==> config.mk <==
export PLATFORM = sky130hd
export DESIGN_NAME = postfix_expression_evaluator_top_flat
export DESIGN_NICKNAME = d
export VERILOG_FILES = /design/src/rtl/rpn_pkg.sv /design/src/rtl/rpn_sym_if.sv /design/src/rtl/rpn_res_if.sv /design/src/rtl/rpn_ram.sv /design/src/rtl/rpn_front.sv /design/src/rtl/rpn_queue.sv /design/src/rtl/rpn_back.sv /design/src/rtl/postfix_expression_evaluator_top.sv /design/src/flat_wrapper.sv
export SDC_FILE = /design/constraint.sdc
export NUM_CORES = 1
export LEC_CHECK = 0
export CORE_MARGIN = 4
export CORE_UTILIZATION = 58
export DETAILED_ROUTE_END_ITERATION = 7
export DONT_BUFFER_PORTS = 1
export PLACE_DENSITY = 0.76
export REMOVE_ABC_BUFFERS = 1
export SLEW_MARGIN = 20
export SYNTH_ARGS = -nofsm -noshare
export SYNTH_HDL_FRONTEND = slang
export SYNTH_SLANG_ARGS = --single-unit
export TNS_END_PERCENT = 50
==> constraint.sdc <==
create_clock -name clk -period 8.74 [get_ports clk]
set_input_delay 0.874 -clock clk [delete_from_list [all_inputs] [get_ports clk]]
set_output_delay 0.874 -clock clk [all_outputs]
set_load 0.01 [all_outputs]
==> src/rtl/rpn_pkg.sv <==
// Shared types and constants for the postfix expression evaluator.
package rpn_pkg;

    localparam int SYMBOL_W      = 8;
    localparam int VALUE_OUT_W   = 32;
    localparam int ERR_W         = 2;
    localparam int DIGIT_W       = 4;
    localparam int STACK_DEPTH_D = 16;
    localparam int VALUE_WIDTH_D = 32;
    // Command queue depth, a power of two
    localparam int QUEUE_DEPTH   = 2;

    localparam logic [SYMBOL_W-1:0] CH_ZERO  = 8'h30;
    localparam logic [SYMBOL_W-1:0] CH_NINE  = 8'h39;
    localparam logic [SYMBOL_W-1:0] CH_PLUS  = 8'h2B;
    localparam logic [SYMBOL_W-1:0] CH_MINUS = 8'h2D;
    localparam logic [SYMBOL_W-1:0] CH_STAR  = 8'h2A;
    localparam logic [SYMBOL_W-1:0] CH_SLASH = 8'h2F;

    typedef enum logic [ERR_W-1:0] {
        ERR_NONE  = 2'd0,
        ERR_UNDER = 2'd1,
        ERR_DIVZ  = 2'd2,
        ERR_OVER  = 2'd3
    } err_t;

    typedef enum logic [2:0] {
        OP_NOP,
        OP_PUSH,
        OP_ADD,
        OP_SUB,
        OP_MUL,
        OP_DIV
    } op_kind_t;

    typedef struct packed {
        op_kind_t             kind;
        logic [DIGIT_W-1:0]   digit;
        logic                 last;
    } cmd_t;

endpackage

==> src/rtl/rpn_sym_if.sv <==
// Input channel: one expression character per beat.
interface rpn_sym_if;
    logic                          valid;
    logic                          ready;
    logic [rpn_pkg::SYMBOL_W-1:0]  symbol;
    logic                          last_symbol;

    modport source (output valid, output symbol, output last_symbol, input ready);
    modport sink   (input valid, input symbol, input last_symbol, output ready);
endinterface

==> src/rtl/rpn_res_if.sv <==
// Result channel: top of stack and error code per expression.
interface rpn_res_if;
    logic                                  valid;
    logic                                  ready;
    logic signed [rpn_pkg::VALUE_OUT_W-1:0] value;
    logic [rpn_pkg::ERR_W-1:0]             error_code;

    modport source (output valid, output value, output error_code, input ready);
    modport sink   (input valid, input value, input error_code, output ready);
endinterface

==> src/rtl/rpn_ram.sv <==
// Generic single-write, single-read RAM with registered read data.
module rpn_ram #(
    parameter int WIDTH = 32,
    parameter int DEPTH = 16
) (
    input  logic                     clk,
    input  logic                     we,
    input  logic [$clog2(DEPTH)-1:0] waddr,
    input  logic [WIDTH-1:0]         wdata,
    input  logic [$clog2(DEPTH)-1:0] raddr,
    output logic [WIDTH-1:0]         rdata
);

    logic [WIDTH-1:0] mem [DEPTH];

    always_ff @(posedge clk)
    begin
        if (we)
        begin
            mem[waddr] <= wdata;
        end
        rdata <= mem[raddr];
    end

endmodule

==> src/rtl/rpn_front.sv <==
// Front end: accept characters, classify them, drop ignored ones.
module rpn_front (
    input  logic              clk,
    input  logic              rst_n,
    rpn_sym_if.sink           sym,
    output logic              cmd_valid,
    input  logic              cmd_ready,
    output rpn_pkg::cmd_t     cmd
);

    rpn_pkg::cmd_t cls;
    logic          valid_reg;
    logic          valid_next;
    rpn_pkg::cmd_t cmd_reg;
    logic          fire;
    logic          keep;

    always_comb
    begin
        cls.kind  = rpn_pkg::OP_NOP;
        cls.digit = sym.symbol[rpn_pkg::DIGIT_W-1:0];
        cls.last  = sym.last_symbol;
        unique case (sym.symbol) inside
            [rpn_pkg::CH_ZERO:rpn_pkg::CH_NINE]: cls.kind = rpn_pkg::OP_PUSH;
            rpn_pkg::CH_PLUS:                    cls.kind = rpn_pkg::OP_ADD;
            rpn_pkg::CH_MINUS:                   cls.kind = rpn_pkg::OP_SUB;
            rpn_pkg::CH_STAR:                    cls.kind = rpn_pkg::OP_MUL;
            rpn_pkg::CH_SLASH:                   cls.kind = rpn_pkg::OP_DIV;
            default:                             cls.kind = rpn_pkg::OP_NOP;
        endcase
    end

    assign sym.ready = !valid_reg || cmd_ready;
    assign fire      = sym.valid && sym.ready;
    // Drop characters that do nothing unless they close the expression
    assign keep      = (cls.kind != rpn_pkg::OP_NOP) || cls.last;

    always_comb
    begin
        if (fire)
        begin
            valid_next = keep;
        end
        else
        begin
            valid_next = valid_reg && !cmd_ready;
        end
    end

    always_ff @(posedge clk or negedge rst_n)
    begin
        if (!rst_n)
        begin
            valid_reg <= 1'b0;
        end
        else
        begin
            valid_reg <= valid_next;
        end
    end

    always_ff @(posedge clk)
    begin
        if (fire)
        begin
            cmd_reg <= cls;
        end
    end

    assign cmd_valid = valid_reg;
    assign cmd       = cmd_reg;

endmodule

==> src/rtl/rpn_queue.sv <==
// Short command queue between front end and execution unit.
module rpn_queue (
    input  logic              clk,
    input  logic              rst_n,
    input  logic              in_valid,
    output logic              in_ready,
    input  rpn_pkg::cmd_t     in_cmd,
    output logic              out_valid,
    input  logic              out_ready,
    output rpn_pkg::cmd_t     out_cmd
);

    localparam int QAW = $clog2(rpn_pkg::QUEUE_DEPTH);

    rpn_pkg::cmd_t    slots [rpn_pkg::QUEUE_DEPTH];
    logic [QAW-1:0]   wptr_reg;
    logic [QAW-1:0]   rptr_reg;
    logic [QAW:0]     count_reg;
    logic [QAW-1:0]   wptr_next;
    logic [QAW-1:0]   rptr_next;
    logic [QAW:0]     count_next;
    logic             push;
    logic             pop;

    assign in_ready  = count_reg != (QAW+1)'(rpn_pkg::QUEUE_DEPTH);
    assign out_valid = count_reg != '0;
    assign out_cmd   = slots[rptr_reg];
    assign push      = in_valid && in_ready;
    assign pop       = out_valid && out_ready;

    always_comb
    begin
        wptr_next  = push ? wptr_reg + 1'b1 : wptr_reg;
        rptr_next  = pop ? rptr_reg + 1'b1 : rptr_reg;
        count_next = count_reg;
        if (push && !pop)
        begin
            count_next = count_reg + 1'b1;
        end
        else if (pop && !push)
        begin
            count_next = count_reg - 1'b1;
        end
    end

    always_ff @(posedge clk or negedge rst_n)
    begin
        if (!rst_n)
        begin
            wptr_reg  <= '0;
            rptr_reg  <= '0;
            count_reg <= '0;
        end
        else
        begin
            wptr_reg  <= wptr_next;
            rptr_reg  <= rptr_next;
            count_reg <= count_next;
        end
    end

    always_ff @(posedge clk)
    begin
        if (push)
        begin
            slots[wptr_reg] <= in_cmd;
        end
    end

endmodule

==> src/rtl/rpn_back.sv <==
// Execution unit: operand stack, shift-add multiplier, restoring divider.
module rpn_back #(
    parameter int STACK_DEPTH = rpn_pkg::STACK_DEPTH_D,
    parameter int VALUE_WIDTH = rpn_pkg::VALUE_WIDTH_D
) (
    input  logic              clk,
    input  logic              rst_n,
    input  logic              cmd_valid,
    output logic              cmd_ready,
    input  rpn_pkg::cmd_t     cmd,
    rpn_res_if.source         res
);

    localparam int AW  = $clog2(STACK_DEPTH);
    localparam int SPW = $clog2(STACK_DEPTH + 1);
    localparam int CW  = $clog2(VALUE_WIDTH);
    localparam int VW  = VALUE_WIDTH;
    localparam int OW  = rpn_pkg::VALUE_OUT_W;

    typedef enum logic [2:0] {
        ST_IDLE,
        ST_READ,
        ST_MUL,
        ST_DIV,
        ST_FIX,
        ST_FIN
    } state_t;

    state_t               state_reg, state_next;
    logic [SPW-1:0]       sp_reg, sp_next;
    rpn_pkg::err_t        sticky_reg, sticky_next;
    rpn_pkg::op_kind_t    kind_reg, kind_next;
    logic                 last_reg, last_next;
    logic [CW-1:0]        cnt_reg, cnt_next;
    logic                 out_valid_reg, out_valid_next;

    logic [VW-1:0]        tos_reg, tos_next;
    logic [VW-1:0]        acc_reg, acc_next;
    logic [VW-1:0]        mcand_reg, mcand_next;
    logic [VW-1:0]        mplier_reg, mplier_next;
    logic [VW-1:0]        rem_reg, rem_next;
    logic [VW-1:0]        quo_reg, quo_next;
    logic [VW-1:0]        dm_reg, dm_next;
    logic                 neg_reg, neg_next;
    logic [OW-1:0]        value_reg, value_next;
    rpn_pkg::err_t        err_reg, err_next;

    logic                 ram_we;
    logic [VW-1:0]        ram_rdata;
    logic [SPW-1:0]       sp_m1;
    logic [SPW-1:0]       sp_m2;
    logic [VW-1:0]        acc_step;
    logic [VW:0]          rem_sh;
    logic [VW:0]          div_sub;
    logic                 div_ge;
    logic [VW-1:0]        a_abs;
    logic [VW-1:0]        b_abs;
    state_t               after_op;

    function automatic rpn_pkg::err_t note_err(rpn_pkg::err_t held, rpn_pkg::err_t code);
        return (held == rpn_pkg::ERR_NONE) ? code : held;
    endfunction

    assign sp_m1    = sp_reg - SPW'(1);
    assign sp_m2    = sp_reg - SPW'(2);
    assign after_op = last_reg ? ST_FIN : ST_IDLE;

    assign acc_step = acc_reg + (mplier_reg[0] ? mcand_reg : '0);
    assign rem_sh   = {rem_reg, quo_reg[VW-1]};
    assign div_ge   = rem_sh >= {1'b0, dm_reg};
    assign div_sub  = rem_sh - {1'b0, dm_reg};
    assign a_abs    = ram_rdata[VW-1] ? (VW'(0) - ram_rdata) : ram_rdata;
    assign b_abs    = tos_reg[VW-1] ? (VW'(0) - tos_reg) : tos_reg;

    rpn_ram #(
        .WIDTH (VW),
        .DEPTH (STACK_DEPTH)
    ) u_stack (
        .clk   (clk),
        .we    (ram_we),
        .waddr (sp_m1[AW-1:0]),
        .wdata (tos_reg),
        .raddr (sp_m2[AW-1:0]),
        .rdata (ram_rdata)
    );

    always_comb
    begin
        state_next     = state_reg;
        sp_next        = sp_reg;
        sticky_next    = sticky_reg;
        kind_next      = kind_reg;
        last_next      = last_reg;
        cnt_next       = cnt_reg;
        out_valid_next = out_valid_reg && !res.ready;
        tos_next       = tos_reg;
        acc_next       = acc_reg;
        mcand_next     = mcand_reg;
        mplier_next    = mplier_reg;
        rem_next       = rem_reg;
        quo_next       = quo_reg;
        dm_next        = dm_reg;
        neg_next       = neg_reg;
        value_next     = value_reg;
        err_next       = err_reg;
        ram_we         = 1'b0;
        cmd_ready      = 1'b0;

        unique case (state_reg)
            ST_IDLE:
            begin
                cmd_ready = 1'b1;
                if (cmd_valid)
                begin
                    kind_next  = cmd.kind;
                    last_next  = cmd.last;
                    state_next = cmd.last ? ST_FIN : ST_IDLE;
                    unique case (cmd.kind) inside
                        rpn_pkg::OP_PUSH:
                        begin
                            if (sp_reg == SPW'(STACK_DEPTH))
                            begin
                                sticky_next = note_err(sticky_reg, rpn_pkg::ERR_OVER);
                            end
                            else
                            begin
                                // Spill the cached top into the RAM, keep the new digit in the register
                                ram_we   = sp_reg != '0;
                                tos_next = VW'(cmd.digit);
                                sp_next  = sp_reg + SPW'(1);
                            end
                        end
                        rpn_pkg::OP_ADD, rpn_pkg::OP_SUB, rpn_pkg::OP_MUL, rpn_pkg::OP_DIV:
                        begin
                            if (sp_reg < SPW'(2))
                            begin
                                sticky_next = note_err(sticky_reg, rpn_pkg::ERR_UNDER);
                            end
                            else if ((cmd.kind == rpn_pkg::OP_DIV) && (tos_reg == '0))
                            begin
                                sticky_next = note_err(sticky_reg, rpn_pkg::ERR_DIVZ);
                            end
                            else
                            begin
                                state_next = ST_READ;
                            end
                        end
                        default:
                        begin
                        end
                    endcase
                end
            end

            ST_READ:
            begin
                unique case (kind_reg) inside
                    rpn_pkg::OP_ADD:
                    begin
                        tos_next   = ram_rdata + tos_reg;
                        sp_next    = sp_m1;
                        state_next = after_op;
                    end
                    rpn_pkg::OP_SUB:
                    begin
                        tos_next   = ram_rdata - tos_reg;
                        sp_next    = sp_m1;
                        state_next = after_op;
                    end
                    rpn_pkg::OP_MUL:
                    begin
                        acc_next    = '0;
                        mcand_next  = ram_rdata;
                        mplier_next = tos_reg;
                        cnt_next    = CW'(VW - 1);
                        state_next  = ST_MUL;
                    end
                    rpn_pkg::OP_DIV:
                    begin
                        neg_next   = ram_rdata[VW-1] ^ tos_reg[VW-1];
                        quo_next   = a_abs;
                        dm_next    = b_abs;
                        rem_next   = '0;
                        cnt_next   = CW'(VW - 1);
                        state_next = ST_DIV;
                    end
                    default:
                    begin
                        state_next = after_op;
                    end
                endcase
            end

            ST_MUL:
            begin
                acc_next    = acc_step;
                mcand_next  = {mcand_reg[VW-2:0], 1'b0};
                mplier_next = {1'b0, mplier_reg[VW-1:1]};
                cnt_next    = cnt_reg - CW'(1);
                if (cnt_reg == '0)
                begin
                    tos_next   = acc_step;
                    sp_next    = sp_m1;
                    state_next = after_op;
                end
            end

            ST_DIV:
            begin
                rem_next = div_ge ? div_sub[VW-1:0] : rem_sh[VW-1:0];
                quo_next = {quo_reg[VW-2:0], div_ge};
                cnt_next = cnt_reg - CW'(1);
                if (cnt_reg == '0)
                begin
                    state_next = ST_FIX;
                end
            end

            ST_FIX:
            begin
                tos_next   = neg_reg ? (VW'(0) - quo_reg) : quo_reg;
                sp_next    = sp_m1;
                state_next = after_op;
            end

            ST_FIN:
            begin
                if (!out_valid_reg || res.ready)
                begin
                    out_valid_next = 1'b1;
                    if (sp_reg == '0)
                    begin
                        value_next = '0;
                        err_next   = note_err(sticky_reg, rpn_pkg::ERR_UNDER);
                    end
                    else
                    begin
                        value_next = OW'(tos_reg);
                        err_next   = sticky_reg;
                    end
                    sp_next     = '0;
                    sticky_next = rpn_pkg::ERR_NONE;
                    state_next  = ST_IDLE;
                end
            end

            default:
            begin
                state_next = ST_IDLE;
            end
        endcase
    end

    always_ff @(posedge clk or negedge rst_n)
    begin
        if (!rst_n)
        begin
            state_reg     <= ST_IDLE;
            sp_reg        <= '0;
            sticky_reg    <= rpn_pkg::ERR_NONE;
            kind_reg      <= rpn_pkg::OP_NOP;
            last_reg      <= 1'b0;
            cnt_reg       <= '0;
            out_valid_reg <= 1'b0;
        end
        else
        begin
            state_reg     <= state_next;
            sp_reg        <= sp_next;
            sticky_reg    <= sticky_next;
            kind_reg      <= kind_next;
            last_reg      <= last_next;
            cnt_reg       <= cnt_next;
            out_valid_reg <= out_valid_next;
        end
    end

    always_ff @(posedge clk)
    begin
        tos_reg    <= tos_next;
        acc_reg    <= acc_next;
        mcand_reg  <= mcand_next;
        mplier_reg <= mplier_next;
        rem_reg    <= rem_next;
        quo_reg    <= quo_next;
        dm_reg     <= dm_next;
        neg_reg    <= neg_next;
        value_reg  <= value_next;
        err_reg    <= err_next;
    end

    assign res.valid      = out_valid_reg;
    assign res.value      = signed'(value_reg);
    assign res.error_code = err_reg;

endmodule

==> src/rtl/postfix_expression_evaluator_top.sv <==
// Top level of the postfix expression evaluator.
//
//  Port  | Direction | Beat carries                  | Handshake
//  ------+-----------+-------------------------------+-------------
//  sym   | in        | symbol[7:0], last_symbol      | valid/ready
//  res   | out       | value[31:0] signed, error_code| valid/ready
//
// In the execution unit a digit is taken in the idle state; add and subtract also pass the
// read state; multiply and divide then run one-bit-per-cycle loops, divide with a sign fix-up;
// other characters are dropped in the front end unless they close the expression,
// and a closing character also goes through the final state, which emits the result.
// Reset is asynchronous, active low, and empties stack, queue and result. The queue lets
// the front end run ahead of the loops; a held result stalls only the next closing character.
module postfix_expression_evaluator_top #(
    parameter int STACK_DEPTH = rpn_pkg::STACK_DEPTH_D,
    parameter int VALUE_WIDTH = rpn_pkg::VALUE_WIDTH_D
) (
    input  logic      clk,
    input  logic      rst_n,
    rpn_sym_if.sink   sym,
    rpn_res_if.source res
);

    // Front end to queue
    logic          f_valid;
    logic          f_ready;
    rpn_pkg::cmd_t f_cmd;

    // Queue to execution unit
    logic          q_valid;
    logic          q_ready;
    rpn_pkg::cmd_t q_cmd;

    // Classify each beat; drop characters that are neither digit nor operator unless they close the expression
    rpn_front u_front (
        .clk       (clk),
        .rst_n     (rst_n),
        .sym       (sym),
        .cmd_valid (f_valid),
        .cmd_ready (f_ready),
        .cmd       (f_cmd)
    );

    // Hold decoded commands while the execution unit is busy
    rpn_queue u_queue (
        .clk       (clk),
        .rst_n     (rst_n),
        .in_valid  (f_valid),
        .in_ready  (f_ready),
        .in_cmd    (f_cmd),
        .out_valid (q_valid),
        .out_ready (q_ready),
        .out_cmd   (q_cmd)
    );

    // Advance the stack, run the arithmetic, emit one result per expression
    rpn_back #(
        .STACK_DEPTH (STACK_DEPTH),
        .VALUE_WIDTH (VALUE_WIDTH)
    ) u_back (
        .clk       (clk),
        .rst_n     (rst_n),
        .cmd_valid (q_valid),
        .cmd_ready (q_ready),
        .cmd       (q_cmd),
        .res       (res)
    );

endmodule

==> src/flat_wrapper.sv <==
// flat-port wrapper written by rule: the top's interface ports become plain ports
module postfix_expression_evaluator_top_flat 
#(
    parameter int STACK_DEPTH = rpn_pkg::STACK_DEPTH_D,
    parameter int VALUE_WIDTH = rpn_pkg::VALUE_WIDTH_D
)
  (clk, rst_n, sym_valid, sym_symbol, sym_last_symbol, sym_ready, res_valid, res_value, res_error_code, res_ready);
  rpn_sym_if sym_i ();
  rpn_res_if res_i ();
  input  logic clk;
  input  logic rst_n;
  input wire logic [$bits(sym_i.valid)-1:0] sym_valid;
  input wire logic [$bits(sym_i.symbol)-1:0] sym_symbol;
  input wire logic [$bits(sym_i.last_symbol)-1:0] sym_last_symbol;
  output wire logic [$bits(sym_i.ready)-1:0] sym_ready;
  output wire logic [$bits(res_i.valid)-1:0] res_valid;
  output wire logic [$bits(res_i.value)-1:0] res_value;
  output wire logic [$bits(res_i.error_code)-1:0] res_error_code;
  input wire logic [$bits(res_i.ready)-1:0] res_ready;
  assign sym_i.valid = sym_valid;
  assign sym_i.symbol = sym_symbol;
  assign sym_i.last_symbol = sym_last_symbol;
  assign sym_ready = sym_i.ready;
  assign res_valid = res_i.valid;
  assign res_value = res_i.value;
  assign res_error_code = res_i.error_code;
  assign res_i.ready = res_ready;
  postfix_expression_evaluator_top #(.STACK_DEPTH(STACK_DEPTH), .VALUE_WIDTH(VALUE_WIDTH)) u_core (.clk(clk), .rst_n(rst_n), .sym(sym_i), .res(res_i));
endmodule
* Word level (Yosys, flattened, before mapping)
Memory sizes are Yosys's and may differ from the RTL's. A register that Yosys moved wholly into a read port is not among the register bits.
Index checks and enable logic that the tools add are counted.
** Storage, ports and cells
- Flip-flop bits (word level) :: 292
- Bits in latches :: 0
- Memory bits (writable) :: 528
- Memory bits (read-only) :: 0
- Bits of input ports :: 13
- Output and inout bits :: 36
- Word-level logic and storage cells :: 197
- Memories :: 2
** Operators by class
- Add/sub/neg operators :: 15
- Multipliers :: 0
- Div/mod/pow operators :: 0
- Order comparisons :: 4
- Equal/unequal tests :: 36
- Shift operators :: 0
- Muxes and demuxes :: 67
- Bitwise logic cells :: 1
- Reductions and logical operators :: 47
** Memories
- u_core.u_back.u_stack.mem :: words 16, bits a word 32, read ports 1, clocked after Yosys merged registers in 1, wr ports 1, line rpn_ram.sv:14 : logic [WIDTH-1:0] mem [DEPTH];
- u_core.u_queue.slots :: words 2, bits a word 8, read ports 1, clocked after Yosys merged registers in 0, wr ports 1, line rpn_queue.sv:15 : rpn_pkg::cmd_t slots [rpn_pkg::QUEUE_DEPTH];
** Operators by type and width (number)
- 32-bit 2-to-1 mux :: 13
- 32-bit one-hot mux with 2 select lines :: 6
- 32-bit one-hot mux with 4 select lines :: 1
- 1-bit by 32-bit subtractor with 32-bit output (first input constant) :: 3
- 32-bit adder :: 2
- 32-bit subtractor :: 2
- 5-bit 2-to-1 mux :: 7
- 33-bit by 32-bit >= comparator with 1-bit output :: 1
- 8-bit by 6-bit equality test with 1-bit output (second input constant) :: 4
- 32-bit zero test :: 1
- 31-bit 2-to-1 mux :: 1
- 3-bit 2-to-1 mux :: 9
- 5-bit one-hot mux with 5 select lines :: 1
- 2-bit 2-to-1 mux :: 11
- 2-bit != test (second input constant) :: 10
- 3-bit by 2-bit equality test with 1-bit output (second input constant) :: 6
- 3-bit equality test (second input constant) :: 6
- 3-bit one-hot mux with 6 select lines :: 1
- 3-bit one-hot mux with 5 select lines :: 1
- 1-bit 2-to-1 mux :: 12
- 2-bit AND reduction :: 6
- 2-bit nonzero test :: 6
- 5-bit zero test :: 2
- 5-bit one-hot mux with 2 select lines :: 1
- 32 further kinds :: 57

* Longest topological paths before layout
An unclocked memory read counts as a cell.
- Depth after elaboration :: 8
- Mapped depth :: 20
- Mapped depth without buffers :: 20

* Modules after synthesis
A second synthesis with hierarchy kept.
** Unflattened totals
- Cells, all modules :: 3044
- Area total of the unflattened synthesis :: 40480.1 µm²
** By module, submodules not included
- rpn_ram :: times used 1, cells an instance 838, area each 19835.3 µm², seq. area each 16015.4 µm²
- rpn_back :: times used 1, cells an instance 2137, area each 19453.7 µm², seq. area each 8277.9 µm²
- rpn_queue :: times used 1, cells an instance 43, area each 787.0 µm², seq. area each 580.6 µm²
- rpn_front :: times used 1, cells an instance 26, area each 404.1 µm², seq. area each 265.3 µm²

* Worst setup path before layout
No wires, ideal clock.
- Path type :: register -> register
- From :: register u_core.u_back.state_reg[1]
- To :: register u_core.u_back.acc_reg[0] (enable)
- Library setup time :: 0.683 ns
- Data arrival time :: 7.971 ns
- Data required time :: 8.057 ns
- Setup slack :: 0.086 ns
- Cell stages (with the launch flop) :: 6
- Path buffers :: 1
- Period minus slack after synthesis :: 8.654 ns
- Cells stage by stage :: dfrtp_1 > buf_1 > nor2_1 > nand2_1 > or2_2 > o21ai_0
** On the way
- Longest elaborated chain between the ends :: 3
- Elaborated cells between the ends (all ways) :: 5
- Classes of those cells :: eq/ne: 3; reduce/logical: 2
** RTL lines
- start, declared :: line rpn_back.sv:29 : state_t state_reg, state_next;
- start signal, assigned :: line rpn_back.sv:268 : state_reg <= state_next;
- 3-bit by 1-bit equality test with 1-bit output or 3-bit by 2-bit equality test with 1-bit output (tied branches) :: line rpn_back.sv:109 : unique case (state_reg)
- 2-bit != test (no line) or 2-bit nonzero test (tied branches)
- 2-bit AND reduction (no line) (*)
- end signal, assigned :: line rpn_back.sv:281 : acc_reg <= acc_next;
- end, declared :: line rpn_back.sv:38 : logic [VW-1:0] acc_reg, acc_next;
Every way passes the cells marked *; elsewhere a longest branch is shown, timed or not.
A chain may end at the register's enable or synchronous reset.

* Worst setup path in the final report
- From :: register u_core.u_back.tos_reg[1]
- To :: register u_core.u_back.tos_reg[25], data pin
** On the way
- Longest elaborated chain between the ends :: 3
- Elaborated cells between the ends (all ways) :: 4
- Classes of those cells :: add/sub: 2; mux: 2
** RTL lines
- start, declared :: line rpn_back.sv:37 : logic [VW-1:0] tos_reg, tos_next;
- start signal, assigned :: line rpn_back.sv:280 : tos_reg <= tos_next;
- 32-bit subtractor or 32-bit adder (tied branches) :: line rpn_back.sv:166, rpn_back.sv:160
- 32-bit one-hot mux with 2 select lines (*) :: line rpn_back.sv:157 : unique case (kind_reg) inside
- 32-bit one-hot mux with 4 select lines (*) :: line rpn_back.sv:109
- named net u_core.u_back.tos_next[25] :: line rpn_back.sv:37
The timed path passes the listed nets; every way through them passes the cells marked *.

==> run_results.csv <==
group,metric,value,unit
clock_tree,cts.clk_slew.worst_paths,70,ps
global_routing,grt_pass1_wl,153,mm
layout,diodes,0,
clock_tree,cts_max_path_buffers,3,
detailed_routing,vias,24894,
placement,gp_congestion,0.931,
power_and_ir_drop,power.density,398,mW/mm2
detailed_routing,viasPerCell,6.44,
placement,dpl-instance-area,0.0412,mm2
timing,max_slew.worst_pin.slew,1160,ps
placement,dp_hpwl,62.1,mm
timing,rsz0062_at_grt,"no",
yosys,synth_async_sr_flop_share,2.93,%
detailed_routing,drt_wl_total,102,mm
worst_setup_path,endpoint_kind,"register",
yosys,synth_top_area_share,59.5,%
run_status,status,"complete, no violations",
timing,setup_viol,0,
clock_tree,tritoncts,"yes",
clock_tree,clk-insertion-delay-late,640,ps
floorplanning,pin_count,49,
clock_tree,clock-sinks,852,
layout,top_register,"u_core.u_back.u_stack.mem",
yosys,synth.distinct_cells,80,
yosys,synth.ff_latch_count,852,
yosys,synthCells,2875,
worst_setup_path,crit_slowest_cell,"edfxtp_1",
worst_setup_path,critPathKind,"register to register",
global_routing,grtUsageTotal,27.7,%
placement,numPortBuffers,0,
worst_setup_path,max_stage_delay,660,ps
layout,drive_gt1_share,13.2,%
worst_setup_path,arrival,5920,ps
floorplanning,die_h,271,um
timing,skew,30.1,ps
global_routing,grt_antenna_before_repair,3,
yosys,synthFlopType,"edfxtp_1",
floorplanning,rows,96,
run,cap_violations,0,
layout,largest_reg_flops,512,
clock_tree,cts.root.buffer_cell,"clkbuf_16",
worst_setup_path,cp.required,9120,ps
floorplanning,core,0.0686,mm2
timing,tns,0,ps
floorplanning,die_area,0.0734,mm2
layout,final_area,0.0441,mm2
power_and_ir_drop,ir_worst_vdd,0.330,mV
layout,multiInputGateArea,0.0144,mm2
detailed_routing,ant_nets,0,
detailed_routing,drt_iter0_drc,2670,
worst_setup_path,cpMostUsedCell,"ha_1",
layout,num-fill-cells,4693,
worst_setup_path,crit_path_max_fanout,19,
timing,postLayoutSetupSlackWorst,3200,ps
yosys,syn_avg_cell_area,14.0,um2
detailed_routing,post-route-drc-count,0,
timing,post-route-period-util,63.3,%
clock_tree,numCtsBuffers,86,
global_routing,grt_max_degree,73,
timing,maxSlewHeadroom,20.6,%
worst_setup_path,start_kind,"register",
timing,max_freq,181,MHz
timing,hold_violations,0,
layout,syn_to_final_growth,10.0,%
timing,fin_crit,5540,ps
yosys,ys_warn_count,0,
worst_setup_path,crit_family,"simple AND/OR/NAND/NOR gates",
power_and_ir_drop,total_power,17.6,mW
detailed_routing,dr.pass1.iters,6,
layout,regArea,0.0251,mm2
floorplanning,start_util,58.5,%
worst_setup_path,cp_cell_sequence,"inv_1, ha_1, nand2b_1, nand3b_1, or2_2, or4_1, or3_1, nand2_1, xor2_1, ha_1, and3_1, nand4_1, o31ai_1, and2_1, a41oi_1, xnor2_1, a211o_1",
global_routing,gr-total-overflow,0,
layout,fin_nets,2988,
floorplanning,die_w,271,um
timing,final_max_slew_viol_count,0,
clock_tree,h-tree-depth,3,
yosys,synth.largest_area_cell,"edfxtp_1",
worst_setup_path,critical_path_buf_inv_count,1,
yosys,synth.cell_area,0.0401,mm2
hold_path,hold_path.class,"primary input to async pin",
placement,place_ws,3200,ps
yosys,synth_area_leaders,"edfxtp_1 (60%), mux4_2 (9.0%), ha_1 (3.4%)",
detailed_routing,routedWlPerCell,26.3,um
power_and_ir_drop,leakagePower,15.6,nW
yosys,yosysSeqAreaShare,62.7,%
layout,final_core_util,64.4,%
yosys,synth_edf_count,795,
global_routing,grt_pass1_vias,24697,
[cells by family (layout without fill, tap and decap cells)]
kind of cell,Yosys count,count (layout),share of synthesized area (%)
AND/OR/NAND/NOR,787,787,9.19
flip-flops,852,852,62.7
multiplexers,195,195,9.86
AO/OA/AOI/OAI,506,506,8.11
adder cells (fa/ha/maj),112,112,3.55
buffers and inverters,212,270,2.01
XOR/XNOR,211,211,4.61
[worst register-to-register path, cell delays in order, from the launching register on]
cell and delay, ps:
edfxtp_1 660, inv_1 230, ha_1 210, nand2b_1 190, nand3b_1 320, or2_2 350, or4_1 480, or3_1 350
nand2_1 100, xor2_1 90, ha_1 410, and3_1 300, nand4_1 120, o31ai_1 600, and2_1 290, a41oi_1 150
xnor2_1 160, a211o_1 290
[synthesized netlist by cell type (all sizes together) (45+ instances only)]
master  instances
nor2          178
edfxtp        795
mux4          160
nor2b          46
xor2          106
xnor2         105
ha            109
clkbuf        112
o21ai         129
and2           47
a21oi         140
inv            79
a21o           45
nand2         329
[layer usage]
metal / vias to the layer above / wire length, um / global-route usage (%)
li1: 10908 / - / -
met1: 12478 / 39600 / 37.6
met2: 1298 / 48300 / 44.4
met3: 210 / 9500 / 5.47
met4: 0 / 4330 / 11.3
met5: - / 0 / 0
[cells in the final DEF (no fill, tap or decap), types with 10 or more instances in the layout]
| master | count |
|---|---|
| a211oi_1 | 15 |
| a21o_1 | 45 |
| a21oi_1 | 138 |
| a221o_1 | 12 |
| a31oi_1 | 13 |
| and2_1 | 45 |
| and3_1 | 12 |
| buf_4 | 31 |
| bufinv_16 | 10 |
| clkbuf_1 | 21 |
| clkbuf_16 | 89 |
| clkinv_2 | 13 |
| dfrtp_1 | 23 |
| dfxtp_1 | 31 |
| edfxtp_1 | 795 |
| ha_1 | 108 |
| inv_1 | 79 |
| mux2i_1 | 34 |
| mux4_2 | 160 |
| nand2_1 | 327 |
| nand2b_1 | 16 |
| nand3_1 | 26 |
| nand4_1 | 14 |
| nor2_1 | 159 |
| nor2_4 | 19 |
| nor2b_1 | 45 |
| nor3_1 | 34 |
| o21a_1 | 13 |
| o21ai_0 | 126 |
| o21bai_1 | 13 |
| o31ai_1 | 39 |
| o41ai_1 | 14 |
| or2_2 | 12 |
| or3_1 | 25 |
| or4_1 | 16 |
| xnor2_1 | 105 |
| xor2_1 | 105 |
[final timing paths]
check                                          from                          to  slack [ps]  depth (start not counted)
max reg2reg                u_core.u_back.tos_reg[1]   u_core.u_back.tos_reg[25]        3200                         17
min                                           rst_n     u_core.u_queue.rptr_reg          40                          1
min reg2reg                   u_core.u_front.cmd[2]  u_core.u_queue.slots[1][2]         450                          0
max                        u_core.u_back.tos_reg[1]   u_core.u_back.tos_reg[25]        3200                         17
max in group asynchronous                     rst_n     u_core.u_back.sp_reg[0]        8520                          1
min in group clk                    sym_last_symbol       u_core.u_front.cmd[0]         330                          0
[power breakdown]
part | leakage, nW | total (mW) | internal, mW | switching [mW]
sequential | 7.82 | 7.02 | 5.77 | 1.25
combinational | 6.38 | 6.77 | 2.91 | 3.86
clock | 1.40 | 3.78 | 2.22 | 1.57
[metrics by stage]
step	std cells	hold WS [ps]
after floorplan	2742	421
after global placement	3704	433
after detailed placement	3704	439
after CTS	3863	16.7
after global routing	3864	38.2
final	3864	42.9
[cell type report]
class / count / area share (%)
Clock inverter: 43 / 1.17
Sequential cell: 852 / 57.0
Timing Repair Buffer: 33 / 0.618
Clock buffer: 115 / 5.38
Tap cell: 931 / 2.64
Inverter: 79 / 0.672
Multi-Input combinational cell: 1811 / 32.6
[what timing repair did]
item                                   CTS  global route
endpoints found under the hold margin   25             0
hold buffers                             1             0
buffers inserted                         0             0
resized for setup                        0             0
Power figures use the tool's default switching activity.
